## config.mk

```make
export PLATFORM = sky130hd
export DESIGN_NAME = bha_seq
export DESIGN_NICKNAME = d
export VERILOG_FILES = /design/src/hw/rtl/bha_pkg.sv /design/src/hw/rtl/bha_seq.sv
export SDC_FILE = /design/constraint.sdc
export NUM_CORES = 1
export LEC_CHECK = 0
export BUFFER_PORTS_ARGS = -buffer_cell sky130_fd_sc_hd__buf_2
export CORE_ASPECT_RATIO = 2
export CORE_UTILIZATION = 60
export CTS_BUF_LIST = sky130_fd_sc_hd__clkbuf_8
export CTS_CLUSTER_SIZE = 16
export DETAILED_ROUTE_END_ITERATION = 10
export GPL_TIMING_DRIVEN = 1
export PLACE_DENSITY = 0.79
export SYNTH_ARGS = -nofsm -noshare
export SYNTH_HDL_FRONTEND = slang
export SYNTH_SLANG_ARGS = --single-unit
```

## constraint.sdc

```tcl
create_clock -name clk -period 15.7 [get_ports clk]
set_input_delay 0.785 -clock clk [delete_from_list [all_inputs] [get_ports clk]]
set_output_delay 0.785 -clock clk [all_outputs]
set_load 0.1 [all_outputs]
```

## src/hw/rtl/bha_pkg.sv

```systemverilog
`timescale 1ns / 1ps
`default_nettype none
package bha_pkg;

  // Default geometry of the heap.
  localparam int HEAP_LOG_DEF         = 16;
  localparam int MIN_BLOCK_LOG_DEF    = 4;
  localparam int INITIAL_ROOT_LOG_DEF = 4;

  // Fixed field widths.
  localparam int LOG_W = 5;
  localparam int REQ_W = 17;
  localparam int CNT_W = 13;
  localparam int TOT_W = 17;
  localparam int NEED_W = 18;

  // Header that sits in front of every payload, and request rounding.
  localparam logic [31:0] HDR_BYTES = 32'd12;
  localparam logic [NEED_W-1:0] ROUND_ADD = NEED_W'(3);

  // Command codes.
  localparam logic CMD_ALLOC   = 1'b0;
  localparam logic CMD_RELEASE = 1'b1;

  // Result status codes.
  localparam logic [1:0] ST_DONE = 2'd0;
  localparam logic [1:0] ST_NOP  = 2'd1;
  localparam logic [1:0] ST_FULL = 2'd2;

  // Heap state codes.
  localparam logic [1:0] HS_UNINIT = 2'd0;
  localparam logic [1:0] HS_NORMAL = 2'd1;
  localparam logic [1:0] HS_EMPTY  = 2'd2;

  // Per-field write enables of the header memory.
  typedef struct packed {
    logic size;
    logic nxt;
    logic prv;
    logic free;
    logic req;
  } mem_we_t;

  // One result item.
  typedef struct packed {
    logic [1:0]       status;
    logic [31:0]      ptr;
    logic [LOG_W-1:0] root;
    logic [CNT_W-1:0] count;
    logic [TOT_W-1:0] req_total;
    logic [TOT_W-1:0] blk_total;
  } res_t;

  // Two to the power s, wide enough for any five-bit exponent.
  function automatic logic [32:0] pow2(input logic [LOG_W-1:0] s);
    pow2 = 33'(1) << s;
  endfunction

endpackage
`default_nettype wire

```

## src/hw/rtl/bha_seq.sv

```systemverilog
`timescale 1ns / 1ps
`default_nettype none
module bha_seq
  import bha_pkg::*;
#(
  parameter int HEAP_LOG         = HEAP_LOG_DEF,
  parameter int MIN_BLOCK_LOG    = MIN_BLOCK_LOG_DEF,
  parameter int INITIAL_ROOT_LOG = INITIAL_ROOT_LOG_DEF,
  parameter int CW               = HEAP_LOG - MIN_BLOCK_LOG
) (
  input  wire logic             clk,
  input  wire logic             rst_n,
  input  wire logic             start,
  input  wire logic             cmd,
  input  wire logic [15:0]      request_bytes,
  input  wire logic [31:0]      release_pointer,
  input  wire logic [31:0]      heap_base,
  output logic                  idle,
  output logic                  res_valid,
  input  wire logic             res_take,
  output res_t                  res,
  output logic [CW-1:0]         mem_addr,
  output mem_we_t               mem_we,
  output logic [LOG_W-1:0]      w_size,
  output logic [CW-1:0]         w_next,
  output logic [CW-1:0]         w_prev,
  output logic                  w_free,
  output logic [REQ_W-1:0]      w_req,
  input  wire logic [LOG_W-1:0] rd_size,
  input  wire logic [CW-1:0]    rd_next,
  input  wire logic [CW-1:0]    rd_prev,
  input  wire logic             rd_free,
  input  wire logic [REQ_W-1:0] rd_req
);

  localparam int ROOT_LO = (INITIAL_ROOT_LOG < MIN_BLOCK_LOG) ? MIN_BLOCK_LOG
                                                              : INITIAL_ROOT_LOG;
  localparam int ROOT_INIT = (ROOT_LO > HEAP_LOG) ? HEAP_LOG : ROOT_LO;
  localparam logic [LOG_W-1:0] HEAP_L = LOG_W'(HEAP_LOG);
  localparam logic [LOG_W-1:0] MIN_L  = LOG_W'(MIN_BLOCK_LOG);
  localparam logic [CW:0]      STEP_MAX = {1'b1, {CW{1'b0}}};

  // Two to the power s, cut to a cell index.
  function automatic logic [CW-1:0] cell_pow(input logic [LOG_W-1:0] s);
    logic [32:0] p;
    p = pow2(s);
    return p[CW-1:0];
  endfunction

  typedef enum logic [25:0] {
    S_IDLE   = 26'd1 << 0,
    S_INIT   = 26'd1 << 1,
    S_ACHK   = 26'd1 << 2,
    S_GCALC  = 26'd1 << 3,
    S_GLOOP  = 26'd1 << 4,
    S_GINC   = 26'd1 << 5,
    S_SSTART = 26'd1 << 6,
    S_SCHK   = 26'd1 << 7,
    S_SPLIT  = 26'd1 << 8,
    S_ADONE  = 26'd1 << 9,
    S_RCHK   = 26'd1 << 10,
    S_RHDR   = 26'd1 << 11,
    S_MCHK   = 26'd1 << 12,
    S_MTST   = 26'd1 << 13,
    S_MPOST  = 26'd1 << 14,
    S_MSZ    = 26'd1 << 15,
    S_RDONE  = 26'd1 << 16,
    S_AP0    = 26'd1 << 17,
    S_AP1    = 26'd1 << 18,
    S_AP2    = 26'd1 << 19,
    S_AP3    = 26'd1 << 20,
    S_UL0    = 26'd1 << 21,
    S_UL1    = 26'd1 << 22,
    S_UL2    = 26'd1 << 23,
    S_UL3    = 26'd1 << 24,
    S_FIN    = 26'd1 << 25
  } seq_state_t;

  seq_state_t state_r, state_nxt, ret_r, ret_nxt;
  logic [1:0]        hs_r, hs_nxt;
  logic [CW-1:0]     head_r, head_nxt;
  logic [LOG_W-1:0]  root_r, root_nxt;
  logic [CNT_W-1:0]  count_r, count_nxt;
  logic [TOT_W-1:0]  reqtot_r, reqtot_nxt;
  logic [TOT_W-1:0]  blktot_r, blktot_nxt;
  logic [15:0]       req_r, req_nxt;
  logic [NEED_W-1:0] need_r, need_nxt;
  logic [31:0]       off_r, off_nxt;
  logic [CW-1:0]     c_r, c_nxt;
  logic [CW-1:0]     sc_r, sc_nxt;
  logic [LOG_W-1:0]  s_r, s_nxt;
  logic [LOG_W-1:0]  r_r, r_nxt;
  logic [CW:0]       steps_r, steps_nxt;
  logic              pass_r, pass_nxt;
  logic [CW-1:0]     apc_r, apc_nxt;
  logic              apsz_r, apsz_nxt;
  logic [LOG_W-1:0]  apsv_r, apsv_nxt;
  logic [CW-1:0]     second_r, second_nxt;
  logic [CW-1:0]     ulc_r, ulc_nxt;
  logic [CW-1:0]     before_r, before_nxt;
  logic [CW-1:0]     after_r, after_nxt;
  logic [1:0]        status_r, status_nxt;
  logic [31:0]       ptr_r, ptr_nxt;

  logic [NEED_W-1:0] need_in;
  logic [32:0]       pow_rd;
  logic [32:0]       pow_s;

  assign need_in = ((NEED_W'(request_bytes) + ROUND_ADD) & ~ROUND_ADD)
                   + NEED_W'(HDR_BYTES);
  assign pow_rd  = pow2(rd_size);
  assign pow_s   = pow2(s_r);

  // Control and statistics registers.
  always_ff @(posedge clk) begin
    if (!rst_n) begin
      state_r  <= S_IDLE;
      ret_r    <= S_IDLE;
      hs_r     <= HS_UNINIT;
      head_r   <= '0;
      root_r   <= LOG_W'(ROOT_INIT);
      count_r  <= '0;
      reqtot_r <= '0;
      blktot_r <= '0;
    end else begin
      state_r  <= state_nxt;
      ret_r    <= ret_nxt;
      hs_r     <= hs_nxt;
      head_r   <= head_nxt;
      root_r   <= root_nxt;
      count_r  <= count_nxt;
      reqtot_r <= reqtot_nxt;
      blktot_r <= blktot_nxt;
    end
  end

  // Working registers of the current transaction.
  always_ff @(posedge clk) begin
    req_r    <= req_nxt;
    need_r   <= need_nxt;
    off_r    <= off_nxt;
    c_r      <= c_nxt;
    sc_r     <= sc_nxt;
    s_r      <= s_nxt;
    r_r      <= r_nxt;
    steps_r  <= steps_nxt;
    pass_r   <= pass_nxt;
    apc_r    <= apc_nxt;
    apsz_r   <= apsz_nxt;
    apsv_r   <= apsv_nxt;
    second_r <= second_nxt;
    ulc_r    <= ulc_nxt;
    before_r <= before_nxt;
    after_r  <= after_nxt;
    status_r <= status_nxt;
    ptr_r    <= ptr_nxt;
  end

  // Sequencer of allocate and release transactions over the header memory.
  always_comb begin
    state_nxt  = state_r;
    ret_nxt    = ret_r;
    hs_nxt     = hs_r;
    head_nxt   = head_r;
    root_nxt   = root_r;
    count_nxt  = count_r;
    reqtot_nxt = reqtot_r;
    blktot_nxt = blktot_r;
    req_nxt    = req_r;
    need_nxt   = need_r;
    off_nxt    = off_r;
    c_nxt      = c_r;
    sc_nxt     = sc_r;
    s_nxt      = s_r;
    r_nxt      = r_r;
    steps_nxt  = steps_r;
    pass_nxt   = pass_r;
    apc_nxt    = apc_r;
    apsz_nxt   = apsz_r;
    apsv_nxt   = apsv_r;
    second_nxt = second_r;
    ulc_nxt    = ulc_r;
    before_nxt = before_r;
    after_nxt  = after_r;
    status_nxt = status_r;
    ptr_nxt    = ptr_r;
    mem_addr   = c_r;
    mem_we     = '0;
    w_size     = s_r;
    w_next     = '0;
    w_prev     = '0;
    w_free     = 1'b0;
    w_req      = '0;

    unique case (state_r)
      S_IDLE: begin
        if (start) begin
          req_nxt    = request_bytes;
          need_nxt   = need_in;
          ptr_nxt    = '0;
          status_nxt = ST_NOP;
          if (cmd == CMD_ALLOC) begin
            if (request_bytes == '0)   state_nxt = S_FIN;
            else if (hs_r == HS_UNINIT) state_nxt = S_INIT;
            else                        state_nxt = S_ACHK;
          end else begin
            off_nxt = release_pointer - heap_base - HDR_BYTES;
            if (release_pointer == '0 || hs_r == HS_UNINIT) state_nxt = S_FIN;
            else                                            state_nxt = S_RCHK;
          end
        end
      end

      // First allocate: the whole root becomes one free block.
      S_INIT: begin
        mem_addr  = '0;
        mem_we    = '{size: 1'b1, nxt: 1'b1, prv: 1'b1, free: 1'b1, req: 1'b0};
        w_size    = root_r;
        w_free    = 1'b1;
        hs_nxt    = HS_NORMAL;
        head_nxt  = '0;
        state_nxt = S_ACHK;
      end

      S_ACHK: begin
        pass_nxt = 1'b0;
        if (hs_r == HS_EMPTY) begin
          if (root_r >= HEAP_L) begin
            status_nxt = ST_FULL;
            state_nxt  = S_FIN;
          end else begin
            r_nxt     = root_r + LOG_W'(1);
            state_nxt = S_GLOOP;
          end
        end else begin
          state_nxt = S_SSTART;
        end
      end

      // Target root size for a request that found no block.
      S_GCALC: begin
        if (r_r >= HEAP_L) begin
          status_nxt = ST_FULL;
          state_nxt  = S_FIN;
        end else begin
          r_nxt = r_r + LOG_W'(1);
          if (pow2(r_r) >= 33'(need_r)) begin
            pass_nxt  = 1'b1;
            state_nxt = S_GLOOP;
          end
        end
      end

      // Each doubling adds the new upper half as a free block.
      S_GLOOP: begin
        if (root_r < r_r) begin
          apc_nxt   = cell_pow(root_r - MIN_L);
          apsz_nxt  = 1'b1;
          apsv_nxt  = root_r;
          ret_nxt   = S_GINC;
          state_nxt = S_AP0;
        end else begin
          state_nxt = S_SSTART;
        end
      end

      S_GINC: begin
        root_nxt  = root_r + LOG_W'(1);
        state_nxt = S_GLOOP;
      end

      S_SSTART: begin
        mem_addr  = head_r;
        c_nxt     = head_r;
        steps_nxt = '0;
        state_nxt = S_SCHK;
      end

      // Walk the free list; the next entry is read while this one is checked.
      S_SCHK: begin
        if (pow_rd >= 33'(need_r)) begin
          s_nxt     = rd_size;
          state_nxt = S_SPLIT;
        end else if (rd_next == head_r || steps_r == STEP_MAX) begin
          if (pass_r) begin
            status_nxt = ST_FULL;
            state_nxt  = S_FIN;
          end else begin
            r_nxt     = root_r;
            state_nxt = S_GCALC;
          end
        end else begin
          mem_addr  = rd_next;
          c_nxt     = rd_next;
          steps_nxt = steps_r + (CW+1)'(1);
        end
      end

      // Halve the block while half of it still holds the request.
      S_SPLIT: begin
        if (s_r > MIN_L && {14'b0, need_r, 1'b0} <= pow_s) begin
          s_nxt     = s_r - LOG_W'(1);
          mem_addr  = c_r;
          mem_we.size = 1'b1;
          w_size    = s_r - LOG_W'(1);
          apc_nxt   = c_r + cell_pow(s_r - LOG_W'(1) - MIN_L);
          apsz_nxt  = 1'b1;
          apsv_nxt  = s_r - LOG_W'(1);
          ret_nxt   = S_SPLIT;
          state_nxt = S_AP0;
        end else begin
          ulc_nxt   = c_r;
          ret_nxt   = S_ADONE;
          state_nxt = S_UL0;
        end
      end

      S_ADONE: begin
        mem_addr   = c_r;
        mem_we.req = 1'b1;
        w_req      = REQ_W'(req_r);
        reqtot_nxt = reqtot_r + TOT_W'(req_r);
        blktot_nxt = blktot_r + pow_s[TOT_W-1:0];
        count_nxt  = count_r + CNT_W'(1);
        ptr_nxt    = heap_base + (32'(c_r) << MIN_BLOCK_LOG) + HDR_BYTES;
        status_nxt = ST_DONE;
        state_nxt  = S_FIN;
      end

      // Release: offset checks, then the header read.
      S_RCHK: begin
        if (33'(off_r) >= pow2(root_r) || off_r[MIN_BLOCK_LOG-1:0] != '0) begin
          state_nxt = S_FIN;
        end else begin
          c_nxt     = off_r[MIN_BLOCK_LOG +: CW];
          mem_addr  = off_r[MIN_BLOCK_LOG +: CW];
          state_nxt = S_RHDR;
        end
      end

      S_RHDR: begin
        if (rd_free || rd_size < MIN_L || rd_size > root_r ||
            (33'(off_r) & (pow_rd - 33'(1))) != '0) begin
          state_nxt = S_FIN;
        end else begin
          reqtot_nxt = reqtot_r - rd_req;
          blktot_nxt = blktot_r - pow_rd[TOT_W-1:0];
          count_nxt  = count_r - CNT_W'(1);
          s_nxt      = rd_size;
          state_nxt  = S_MCHK;
        end
      end

      // Merge upward while the buddy is free and of equal size.
      S_MCHK: begin
        if (s_r < root_r) begin
          sc_nxt    = c_r ^ cell_pow(s_r - MIN_L);
          mem_addr  = c_r ^ cell_pow(s_r - MIN_L);
          state_nxt = S_MTST;
        end else begin
          apc_nxt   = c_r;
          apsz_nxt  = 1'b0;
          ret_nxt   = S_RDONE;
          state_nxt = S_AP0;
        end
      end

      S_MTST: begin
        if (!rd_free || rd_size != s_r) begin
          apc_nxt   = c_r;
          apsz_nxt  = 1'b0;
          ret_nxt   = S_RDONE;
          state_nxt = S_AP0;
        end else begin
          ulc_nxt   = sc_r;
          ret_nxt   = S_MPOST;
          state_nxt = S_UL0;
        end
      end

      // The absorbed header stays marked free.
      S_MPOST: begin
        mem_we.free = 1'b1;
        w_free      = 1'b1;
        if ((c_r & cell_pow(s_r - MIN_L)) == '0) begin
          mem_addr = sc_r;
        end else begin
          mem_addr = c_r;
          c_nxt    = sc_r;
        end
        state_nxt = S_MSZ;
      end

      S_MSZ: begin
        mem_addr    = c_r;
        mem_we.size = 1'b1;
        w_size      = s_r + LOG_W'(1);
        s_nxt       = s_r + LOG_W'(1);
        state_nxt   = S_MCHK;
      end

      S_RDONE: begin
        status_nxt = ST_DONE;
        state_nxt  = S_FIN;
      end

      // Append apc_r just after the list head, or make it the head of an empty list.
      S_AP0: begin
        if (hs_r == HS_EMPTY) begin
          mem_addr  = apc_r;
          mem_we    = '{size: apsz_r, nxt: 1'b1, prv: 1'b1, free: 1'b1, req: 1'b0};
          w_size    = apsv_r;
          w_next    = apc_r;
          w_prev    = apc_r;
          w_free    = 1'b1;
          head_nxt  = apc_r;
          hs_nxt    = HS_NORMAL;
          state_nxt = ret_r;
        end else begin
          mem_addr  = head_r;
          state_nxt = S_AP1;
        end
      end

      S_AP1: begin
        second_nxt = rd_next;
        mem_addr   = head_r;
        mem_we.nxt = 1'b1;
        w_next     = apc_r;
        state_nxt  = S_AP2;
      end

      S_AP2: begin
        mem_addr  = apc_r;
        mem_we    = '{size: apsz_r, nxt: 1'b1, prv: 1'b1, free: 1'b1, req: 1'b0};
        w_size    = apsv_r;
        w_next    = second_r;
        w_prev    = head_r;
        w_free    = 1'b1;
        state_nxt = S_AP3;
      end

      S_AP3: begin
        mem_addr   = second_r;
        mem_we.prv = 1'b1;
        w_prev     = apc_r;
        state_nxt  = ret_r;
      end

      // Unlink ulc_r from the list.
      S_UL0: begin
        mem_addr  = ulc_r;
        state_nxt = S_UL1;
      end

      S_UL1: begin
        before_nxt = rd_prev;
        after_nxt  = rd_next;
        mem_addr   = rd_prev;
        mem_we.nxt = 1'b1;
        w_next     = rd_next;
        if (head_r == ulc_r) begin
          head_nxt = rd_next;
          if (rd_next == ulc_r) hs_nxt = HS_EMPTY;
        end
        state_nxt = S_UL2;
      end

      S_UL2: begin
        mem_addr   = after_r;
        mem_we.prv = 1'b1;
        w_prev     = before_r;
        state_nxt  = S_UL3;
      end

      S_UL3: begin
        mem_addr    = ulc_r;
        mem_we.free = 1'b1;
        w_free      = 1'b0;
        state_nxt   = ret_r;
      end

      S_FIN: begin
        if (res_take) state_nxt = S_IDLE;
      end

      default: state_nxt = S_IDLE;
    endcase
  end

  assign idle      = (state_r == S_IDLE);
  assign res_valid = (state_r == S_FIN);
  assign res = '{status: status_r, ptr: ptr_r, root: root_r, count: count_r,
                 req_total: reqtot_r, blk_total: blktot_r};

endmodule
`default_nettype wire

```

== Yosys cells after proc, flatten, opt, wreduce, memory -nomap -nowiden ==
Index checks and enable logic that the tools add are counted.

* Add/subtract/negate cells: 22
* Magnitude comparators: 11
* Eq/ne operators: 59
* Shift operators: 7
* Muxes and demuxes: 105
* Bitwise gates (word level): 3
* Reduce and logical (&&, ||, !) cells: 54

{| class="wikitable"
|+ Operator list
! operator !! number
|-
| $pmux 26 s24 || 1
|-
| $mux 26 || 17
|-
| $pmux 12 s4 || 4
|-
| $mux 12 || 15
|-
| $pmux 12 s12 || 1
|-
| $shl 1x5->33 const A || 4
|-
| $pmux 26 s4 || 1
|-
| $pmux 17 s2 || 2
|-
| $ge 33x18->1 || 2
|-
| $mux 5 || 13
|-
| $pmux 32 s2 || 1
|-
| $pmux 13 s2 || 2
|-
| $mux 17 || 3
|-
| $ne 2x2->1 const B || 24
|-
| $mux 22 || 2
|-
| $mux 13 || 3
|-
| $eq 12x12->1 || 3
|-
| $mux 18 || 2
|-
| $pmux 12 s3 || 1
|-
| $shl 1x5->12 const A || 3
|-
| $sub 17x17->17 || 2
|-
| $and 32x33->33 || 1
|-
| $ge 32x33->1 || 1
|-
| $le 19x33->1 || 1
|-
| other kinds (89) || 152
|}

* Register bits after elaboration: 332
* Output and inout bits: 152
* Logic and storage cells: 287

== Depth between registers and ports, before layout ==
Gate-level depths: netlist (run 1).

* Word-level depth: 7
* Mapped depth: 22
* Mapped depth without buffers: 20

== Worst setup path before layout (run 1) ==
OpenSTA, ideal clock, no wires.

* Kind: reg2out
* Start point: register s_r[0]
* End point: output port w_size[0]
* Arrival time: 5,550 ps
* Data required time: 14,915 ps
* Path slack: 9,365 ps
* Cell stages (with the launch flop): 16
* Path buffers: 2
* Path through: edfxtp_1 > clkbuf_1 > inv_1 > ha_1 > clkbuf_1 > and2_0 > nand2_1 > ha_1 > nand4_1 > nor4_1 > a311o_1 > a31oi_1 > a211oi_1 > nand2_1 > and3_1 > o21ai_0

* Longest elaborated chain between the ends: 5

{| class="wikitable"
|+ Ends and longest elaborated chain
! item !! line !! text
|-
| start, declared || bha_seq.sv:91 || <nowiki>logic [LOG_W-1:0] s_r, s_nxt;</nowiki>
|-
| start signal, assigned || bha_seq.sv:144 || <nowiki>s_r <= s_nxt;</nowiki>
|-
| $shl 1x5->33 || bha_pkg.sv:56 || <nowiki>pow2 = 33'(1) << s;</nowiki>
|-
| $le 19x33->1 || bha_seq.sv:301 || <nowiki>if (s_r > MIN_L && {14'b0, need_r, 1'b0} <= pow_s) begin</nowiki>
|-
| $logic_and 1x1->1 || bha_seq.sv:301 ||
|-
| $mux 5 || bha_seq.sv:301 ||
|-
| $pmux 5 s5 * || bha_seq.sv:195 || <nowiki>unique case (state_r)</nowiki>
|-
| end, declared || bha_seq.sv:24 || <nowiki>output logic [LOG_W-1:0] w_size,</nowiki>
|}

Mark *: on every way between the ends. The rest lies on a longest branch, timed or not.

== Worst setup path in the final report (run 1) ==
* Start point: register root_r[3]
* End point: output port mem_addr[6]

* Longest elaborated chain between the ends: 5

{| class="wikitable"
|+ Ends and longest elaborated chain
! item !! line !! text
|-
| start, declared || bha_seq.sv:82 || <nowiki>logic [LOG_W-1:0] root_r, root_nxt;</nowiki>
|-
| start signal, assigned || bha_seq.sv:121 || <nowiki>root_r <= LOG_W'(ROOT_INIT);</nowiki>
|-
| start signal, assigned || bha_seq.sv:130 || <nowiki>root_r <= root_nxt;</nowiki>
|-
| $shl 1x5->33 || bha_pkg.sv:56 ||
|-
| $ge 32x33->1 || bha_seq.sv:332 || <nowiki>if (33'(off_r) >= pow2(root_r) || off_r[MIN_BLOCK_LOG-1:0] != '0) begin</nowiki>
|-
| $logic_or 1x1->1 || bha_seq.sv:332 ||
|-
| $mux 12 || bha_seq.sv:332 ||
|-
| $pmux 12 s12 * || bha_seq.sv:195 ||
|-
| end, declared || bha_seq.sv:22 || <nowiki>output logic [CW-1:0] mem_addr,</nowiki>
|}

Marks and branches as above.

==> summary.txt, run 1 <==
Status
  – Status: finished, violations left
  – Failing checks: max-capacitance violations, max-slew violations

Timing
  – Hold slack: 0.3223 ns
  – Final setup TNS: 0 ns
  – RSZ-0062 raised after global routing: no
  – Clk_skew: 0.04263 ns
  – Final Hold Viols: 0
  – Final setup vio count: 0
  – Max Fclk: 0.1392 GHz
  – Pins over their slew limit: 2
  – Min setup slack post-route: 8.514 ns
  – Rel. slew slack: -4.644%
  – Fin crit period: 7.186 ns
  – Worst-margin pin slew: 1.558 ns
  – Period utilization: 45.77%

Logic synthesis
  – Post-synthesis mux area share: 2.763%
  – Warnings from Yosys: 0
  – Predominant post-synthesis flop cell: edfxtp_1
  – Distinct cells, synth: 91
  – Post-synth top area cell: edfxtp_1
  – Largest family of logic cells by synthesized area: simple AND/OR/NAND/NOR gates
  – Ys async rst share: 0%
  – Share of the yosys chip area belonging to registers: 33.02%
  – Synth Area in Adders: 13.74%
  – Post-synthesis xor/xnor area fraction: 6.146%
  – Mapped Area: 25220 um2
  – Post-synthesis cell count: 2879
  – #FFs+latches synth: 310
  – Largest cells by area after synthesis: edfxtp_1 25%, ha_1 13%, dfxtp_1 7.8%
  – Synth Area in Compound Gates: 18.63%
  – Top cell type's share of synthesized area: 25.24%
  – Synthesized area per cell: 8.761 um2
  – Post-Synth Simple-Gate Area: 20.99%
  – Post-synth EDFFs: 212

Critical path
  – Worst R2R Start: state_r[1]
  – CP startpoint kind: flop
  – Worst Reg-to-Reg Cells: 17
  – CP max stage cell: a211oi_1
  – R2r setup slk: 8.60 ns
  – CP endpoint kind: primary output
  – Crit path top cell by count: a21o_1
  – WP data required: 14.91 ns
  – Critical Path AT: 6.40 ns
  – CP max FO: 13
  – CP Cell Sequence: inv_1, nor2_1, nand2_1, ha_1, a21o_1, a21o_1, a21oi_1, o211ai_1, a211oi_1, o21ai_0, o2bb2ai_1, nand3b_1, a211o_1, buf_2
  – Crit Path Class: flop to primary output
  – Slowest stage delay, CP: 0.97 ns
  – RR Endpoint: blktot_r[15]

Place
  – Placer Congestion: 1.063
  – Port buffer count: 282
  – Dpl cells: 3607
  – Place WS: 8.911 ns
  – Detail Placement HPWL: 72420 um

Drt
  – WL/cell: 25.29 um
  – Routed vias/inst: 6.670
  – Total number of vias: 24690
  – Initial DRT Pass Iterations: 7
  – DRC violations left: 0
  – Routed Antenna Nets: 0
  – Routed WL: 93590 um
  – Number of DRC markers in iteration 0: 2267

Hold path
  – Hold worst-path end: before_r[7]
  – Hold/Removal Path Class: input port to flop
  – Hold Path Depth: 1
  – HP Start: rd_prev[7]

Floorplan
  – Die Y: 292.0 um
  – Total core area: 41250 um2
  – # rows: 105
  – Number of I/O pins: 284
  – Die extent in x: 147.0 um
  – Die ar.: 42910 um2
  – Initial Util: 61.15%

Final layout
  – Fin nets: 3529
  – Non-filler cells, final: 3701
  – Final core occ: 68.27%
  – P&R area growth vs syn: 11.66%
  – Layout cells sized above 1: 14.48%

Global routing
  – Largest net degree at the start of global routing: 57
  – Global-route wire length before repair: 141400 um
  – Total GRT Usage: 43.41%
  – Grt ovf: 0
  – Initial antenna violation count: 3
  – Vias in the first global route: 24820

CTS
  – CTS tree: done
  – Maximum clock path buffer count: 3
  – Quantity of hold-fixing buffers added after cts: 0
  – Worst skew pair latency: 0.66 ns
  – CTS resizes: 0
  – Clock slew seen by the registers of the worst setup and hold paths: 0.07 ns
  – Post-CTS setup buffers: 0
  – TritonCTS Buffers: 49
  – Root Buffer: clkbuf_8
  – Clock H-tree levels: 2
  – Sink Count: 310

Power and ir drop
  – P_leak: 12.70 nW
  – VDD IR max: 142.9 uV
  – Power per cell area: 91.94 nW/um2

Job
  – Max Cap Viol: 1
==> area by class of cell <==
class / count / area [um2]
multi-input cells: 2258 / 15730
fillers: 3379 / 13090
flip-flops and latches: 310 / 8328
repair buffers: 315 / 1659
clock buffers: 53 / 729.5
inverters: 189 / 709.4
well taps: 535 / 669.4
clock inverters: 39 / 330.3
diodes: 2 / 5.005
==> cells in the final DEF, fill, tap and decap left out, drive strengths merged, types with 25 or more instances in the layout <==
master,count
and2,40
a22oi,49
mux2i,64
nand2b,32
a222oi,31
or3,33
or2,25
xnor2,112
nand4,39
o21ai,155
nand2,253
nor2b,43
nor3,75
edfxtp,212
ha,269
nand3,91
dfxtp,98
a21oi,145
a21o,53
inv,198
nor2,261
a211oi,26
xor2,65
clkbuf,53
and3,50
buf,315
nor4,44
==> flip-flops by register name, summed over array words and instances (netlist names), 13 cells and up <==
| name | count |
|---|---|
| need_r | 16 |
| ptr_r | 32 |
| count_r | 13 |
| off_r | 32 |
| blktot_r | 17 |
| req_r | 16 |
| reqtot_r | 17 |
| steps_r | 13 |
| state_r | 26 |
==> through the flow <==
| stage | total power [mW] | cell area [um2] |
|---|---|---|
| 4_1_cts | 2.573 | 28160 |
| 3_5_place_dp | 1.814 | 27100 |
| 2_1_floorplan | 1.593 | 25230 |
| 5_1_grt | 2.681 | 28160 |
| 6_report | 2.589 | 28160 |
| 3_3_place_gp | 1.796 | 27100 |
==> cells in the mapped netlist (22+ instances only) <==
master / n
a22oi_1: 49
and2_1: 39
nor2_1: 261
o21ai_0: 155
nor4_1: 37
and3_1: 50
a21oi_1: 145
nor2b_1: 43
or3_1: 32
xnor2_1: 112
inv_1: 185
ha_1: 269
nor3_1: 71
nand4_1: 39
nand2b_1: 32
edfxtp_1: 212
dfxtp_1: 98
a222oi_1: 31
a22o_1: 22
nand3_1: 91
xor2_1: 65
a211oi_1: 26
or2_2: 23
clkbuf_1: 103
mux2i_1: 64
nand2_1: 253
a21o_1: 53
==> power by group <==
group	internal (mW)	total [mW]	switching [mW]
logic	0.222	0.783	0.560
clock network	0.388	0.770	0.382
registers	0.963	1.04	0.0741
==> worst max-delay path by stage <==
stage	from	to	slack, ns
2_1_floorplan	s_r[0]	w_size[0]	9.36
3_3_place_gp	state_r[4]	blktot_r[15]	8.80
3_5_place_dp	state_r[4]	blktot_r[15]	8.91
4_1_cts	state_r[1]	blktot_r[15]	8.88
5_1_grt	root_r[0]	mem_addr[4]	8.29
6_report	root_r[3]	mem_addr[6]	8.51
==> per-layer routing <==
layer | part of all wire (%) | global-route usage (%) | wire [um]
met1 | 31 | 40.53 | 29000
met2 | 50 | 76.80 | 46560
met3 | 7.4 | 8.469 | 6958
met4 | 12 | 43.60 | 11060
met5 | 0.012 | 0 | 11
==> worst max-delay path, delay by kind of cell, from the launching register on <==
family	cells	cell delay, ns
compound gates	8	3.08
buf+inv	2	0.60
flops	1	0.68
fa+ha+maj	1	0.32
simple gates	3	1.05
==> logic make-up (layout without fill, tap and decap cells) <==
family,count (synthesis),count (layout)
AOI/OAI and AO/OA,689,689
xor gates and xnor gates,177,177
adders and majority gates,274,274
buffers and inverters,312,596
DFF,310,310
muxes,69,69
other,1,4
and+or+nand+nor,1047,1047
No activity file was read; power rests on OpenSTA's default activity.
==> run 2: changes to the inputs <==
- clock period: 15.7 -> 6.8 ns (I/O delays scaled with it)
==> run 2 against run 1 <==
  * The flow now finishes without violations
  * Non-clock buffer count increased by 34
  * Final cell count is 0.86% higher
  * Sequential cell count unchanged
  * Worst hold slack worse by 0.32 ns
  * Critical path depth increased by 1
  * Core utilization is 1.1 points higher
  * Via count rose by 2.3%
  * First-iteration DRC count decreased by 6.0%
  * Wire length up 2.4%
  * Combinational power is 130% higher
  * Setup slack worse by 8.2 ns
  * Design area increased by 1.6%
  * Highest routed layer unchanged
==> summary.txt, run 2 (synthesis results as in run 1) <==
Status
  – Status: completed

Timing
  – Final Hold Viols: 0 (unchanged)
  – Final setup vio count: 0 (unchanged)
  – Max Fclk: 0.1538 GHz
  – RSZ-0062 raised after global routing: no
  – Period utilization: 95.64%
  – Min setup slack post-route: 0.2965 ns (-8.217 ns)
  – Clk_skew: 0.07233 ns (+0.02971 ns)
  – Fin crit period: 6.503 ns
  – Pins over their slew limit: 0 (-2)
  – Worst-margin pin slew: 1.197 ns (-0.3606 ns)
  – Rel. slew slack: 19.15% (+24 points)
  – Hold slack: 0.003925 ns (-0.3184 ns)
  – Final setup TNS: 0 ns (unchanged)

Power and ir drop
  – P_leak: 12.91 nW (+1.6%)
  – Logic pwr share: 29.5% (-0.7 points)
  – Sw Pwr: 2.364 mW (+130%)
  – Clock share of power: 32.0% (+2.3 points)
  – Int Pwr: 3.864 mW (+150%)
  – VDD IR max: 293.5 uV (+110%)
  – Power Total: 6.227 mW (+140%)
  – Sw Ratio: 37.96% (-1.3 points)
  – Seq pwr share: 38.6% (-1.4 points)
  – Power per cell area: 217.6 nW/um2 (+140%)

Place
  – Port buffer count: 282 (unchanged)
  – Placer Congestion: 1.033 (-2.9%)
  – Dpl cells: 3612 (+0.14%)
  – Detail Placement HPWL: 73230 um (+1.1%)
  – Place WS: 1.015 ns (-7.897 ns)
  – DP Area: 27140 um2 (+0.14%)

Final layout
  – Most frequent cells in the layout: 282 x buf_2, 269 x ha_1, 261 x nor2_1
  – P&R area growth vs syn: 13.48%
  – Layout cells sized above 1: 14.46% (-0.015 points)
  – Final core occ: 69.39% (+1.1 points)
  – Fin nets: 3562 (+0.94%)
  – Non-filler cells, final: 3733 (+0.86%)
  – # fillers: 3276 (-3.0%)
  – Post-route cell area: 28630 um2 (+1.6%)
  – Most common cell after layout, fill and taps aside: buf_2
  – Top Registers: off_r: 32 flops, ptr_r: 32 flops, state_r: 26 flops

Critical path
  – CP max stage cell: a211oi_1
  – Critical Path AT: 6.16 ns (-0.24 ns)
  – CP startpoint kind: flop
  – CP max FO: 14 (+1)
  – Slowest stage delay, CP: 0.83 ns (-0.14 ns)
  – Crit path top cell by count: a21o_1
  – CP endpoint kind: primary output
  – CP Cell Sequence: inv_1, nor2_1, nand2_1, ha_1, a21o_1, a21o_1, a21oi_1, o211ai_1, a211oi_1, o21ai_0, o2bb2ai_1, buf_4, nand3b_1, a211o_1, buf_2
  – WP data required: 6.46 ns (-8.45 ns)
  – Crit Path Class: flop to primary output

Drt
  – Total number of vias: 25250 (+2.3%)
  – WL/cell: 25.68 um (+1.5%)
  – Number of DRC markers in iteration 0: 2131 (-6.0%)
  – Routed WL: 95860 um (+2.4%)
  – Initial DRT Pass Iterations: 11 (+4)
  – Routed vias/inst: 6.765 (+1.4%)
  – Routed Antenna Nets: 0 (unchanged)
  – DRC violations left: 0 (unchanged)

CTS
  – TritonCTS Buffers: 48 (-2.0%)
  – Quantity of hold-fixing buffers added after cts: 29 (+29)
  – CTS tree: done
  – Worst skew pair latency: 0.68 ns (+0.02 ns)
  – Post-CTS setup buffers: 0 (unchanged)
  – Clock slew seen by the registers of the worst setup and hold paths: 0.08 ns (about the same)
  – Clock H-tree levels: 2 (unchanged)
  – Root Buffer: clkbuf_8
  – Maximum clock path buffer count: 3 (unchanged)
  – Sink Count: 310 (unchanged)
  – CTS resizes: 0 (unchanged)

Floorplan
  – Total core area: 41250 um2 (unchanged)
  – Die extent in x: 147.0 um (unchanged)
  – Die Y: 292.0 um (unchanged)
  – Initial Util: 61.15% (unchanged)
  – Number of I/O pins: 284 (unchanged)
  – Die ar.: 42910 um2 (unchanged)
  – # rows: 105 (unchanged)

Global routing
  – Largest net degree at the start of global routing: 57 (unchanged)
  – Total GRT Usage: 43.93% (+0.52 points)
  – Initial antenna violation count: 5 (+2)
  – Grt ovf: 0 (unchanged)
  – Global-route wire length before repair: 142800 um (+0.94%)
  – Vias in the first global route: 25160 (+1.3%)

Hold path
  – Hold/Removal Path Class: input port to flop

Job
  – Max Cap Viol: 0 (-1)
run 2: final timing paths:
kind,endpoint,cells past startpoint,slack (ns),startpoint
max,mem_addr[0],15,0.30,root_r[4]
min,after_r[0],1,0.004,rd_next[0]
max reg2reg,apc_r[4],13,0.90,s_r[0]
min reg2reg,ret_r[14],2,0.47,ret_r[14]
run 2: area by class of cell:
type | count | area, um2 | share of cell area (%)
flip-flops and latches | 310 | 8328 | 29.09
multi-input cells | 2258 | 15730 | 54.97
well taps | 535 | 669.4 | 2.338
diodes | 3 | 7.507 | 0.02623
repair buffers | 349 | 1987 | 6.941
inverters | 189 | 709.4 | 2.478
clock buffers | 60 | 825.8 | 2.885
clock inverters | 29 | 364.1 | 1.272
run 2: power by group through the flow:
stage / clock network (mW) / registers [mW] / logic (mW)
after floorplan: 0 / 2.72 / 0.956
after global placement: 0 / 2.42 / 1.74
after detailed placement: 0 / 2.43 / 1.79
after CTS: 1.99 / 2.39 / 1.81
after global routing: 2.06 / 2.40 / 1.96
final: 1.99 / 2.40 / 1.84
run 2: worst max-delay path, delay by kind of cell, from the launching register on:
kind	cells	cell delay (ns)
compound gates	8	2.64
simple gates	3	1.06
flops	1	0.72
buf+inv	3	0.77
fa+ha+maj	1	0.33
run 2: layer usage:
metal | track usage, % | vias up | share of wire [%]
met5 | 0 | - | 0.025
met1 | 41.14 | 11870 | 31
met3 | 7.359 | 618 | 7.3
met4 | 45.49 | 4 | 12
met2 | 77.85 | 1577 | 49
li1 | - | 11190 | -
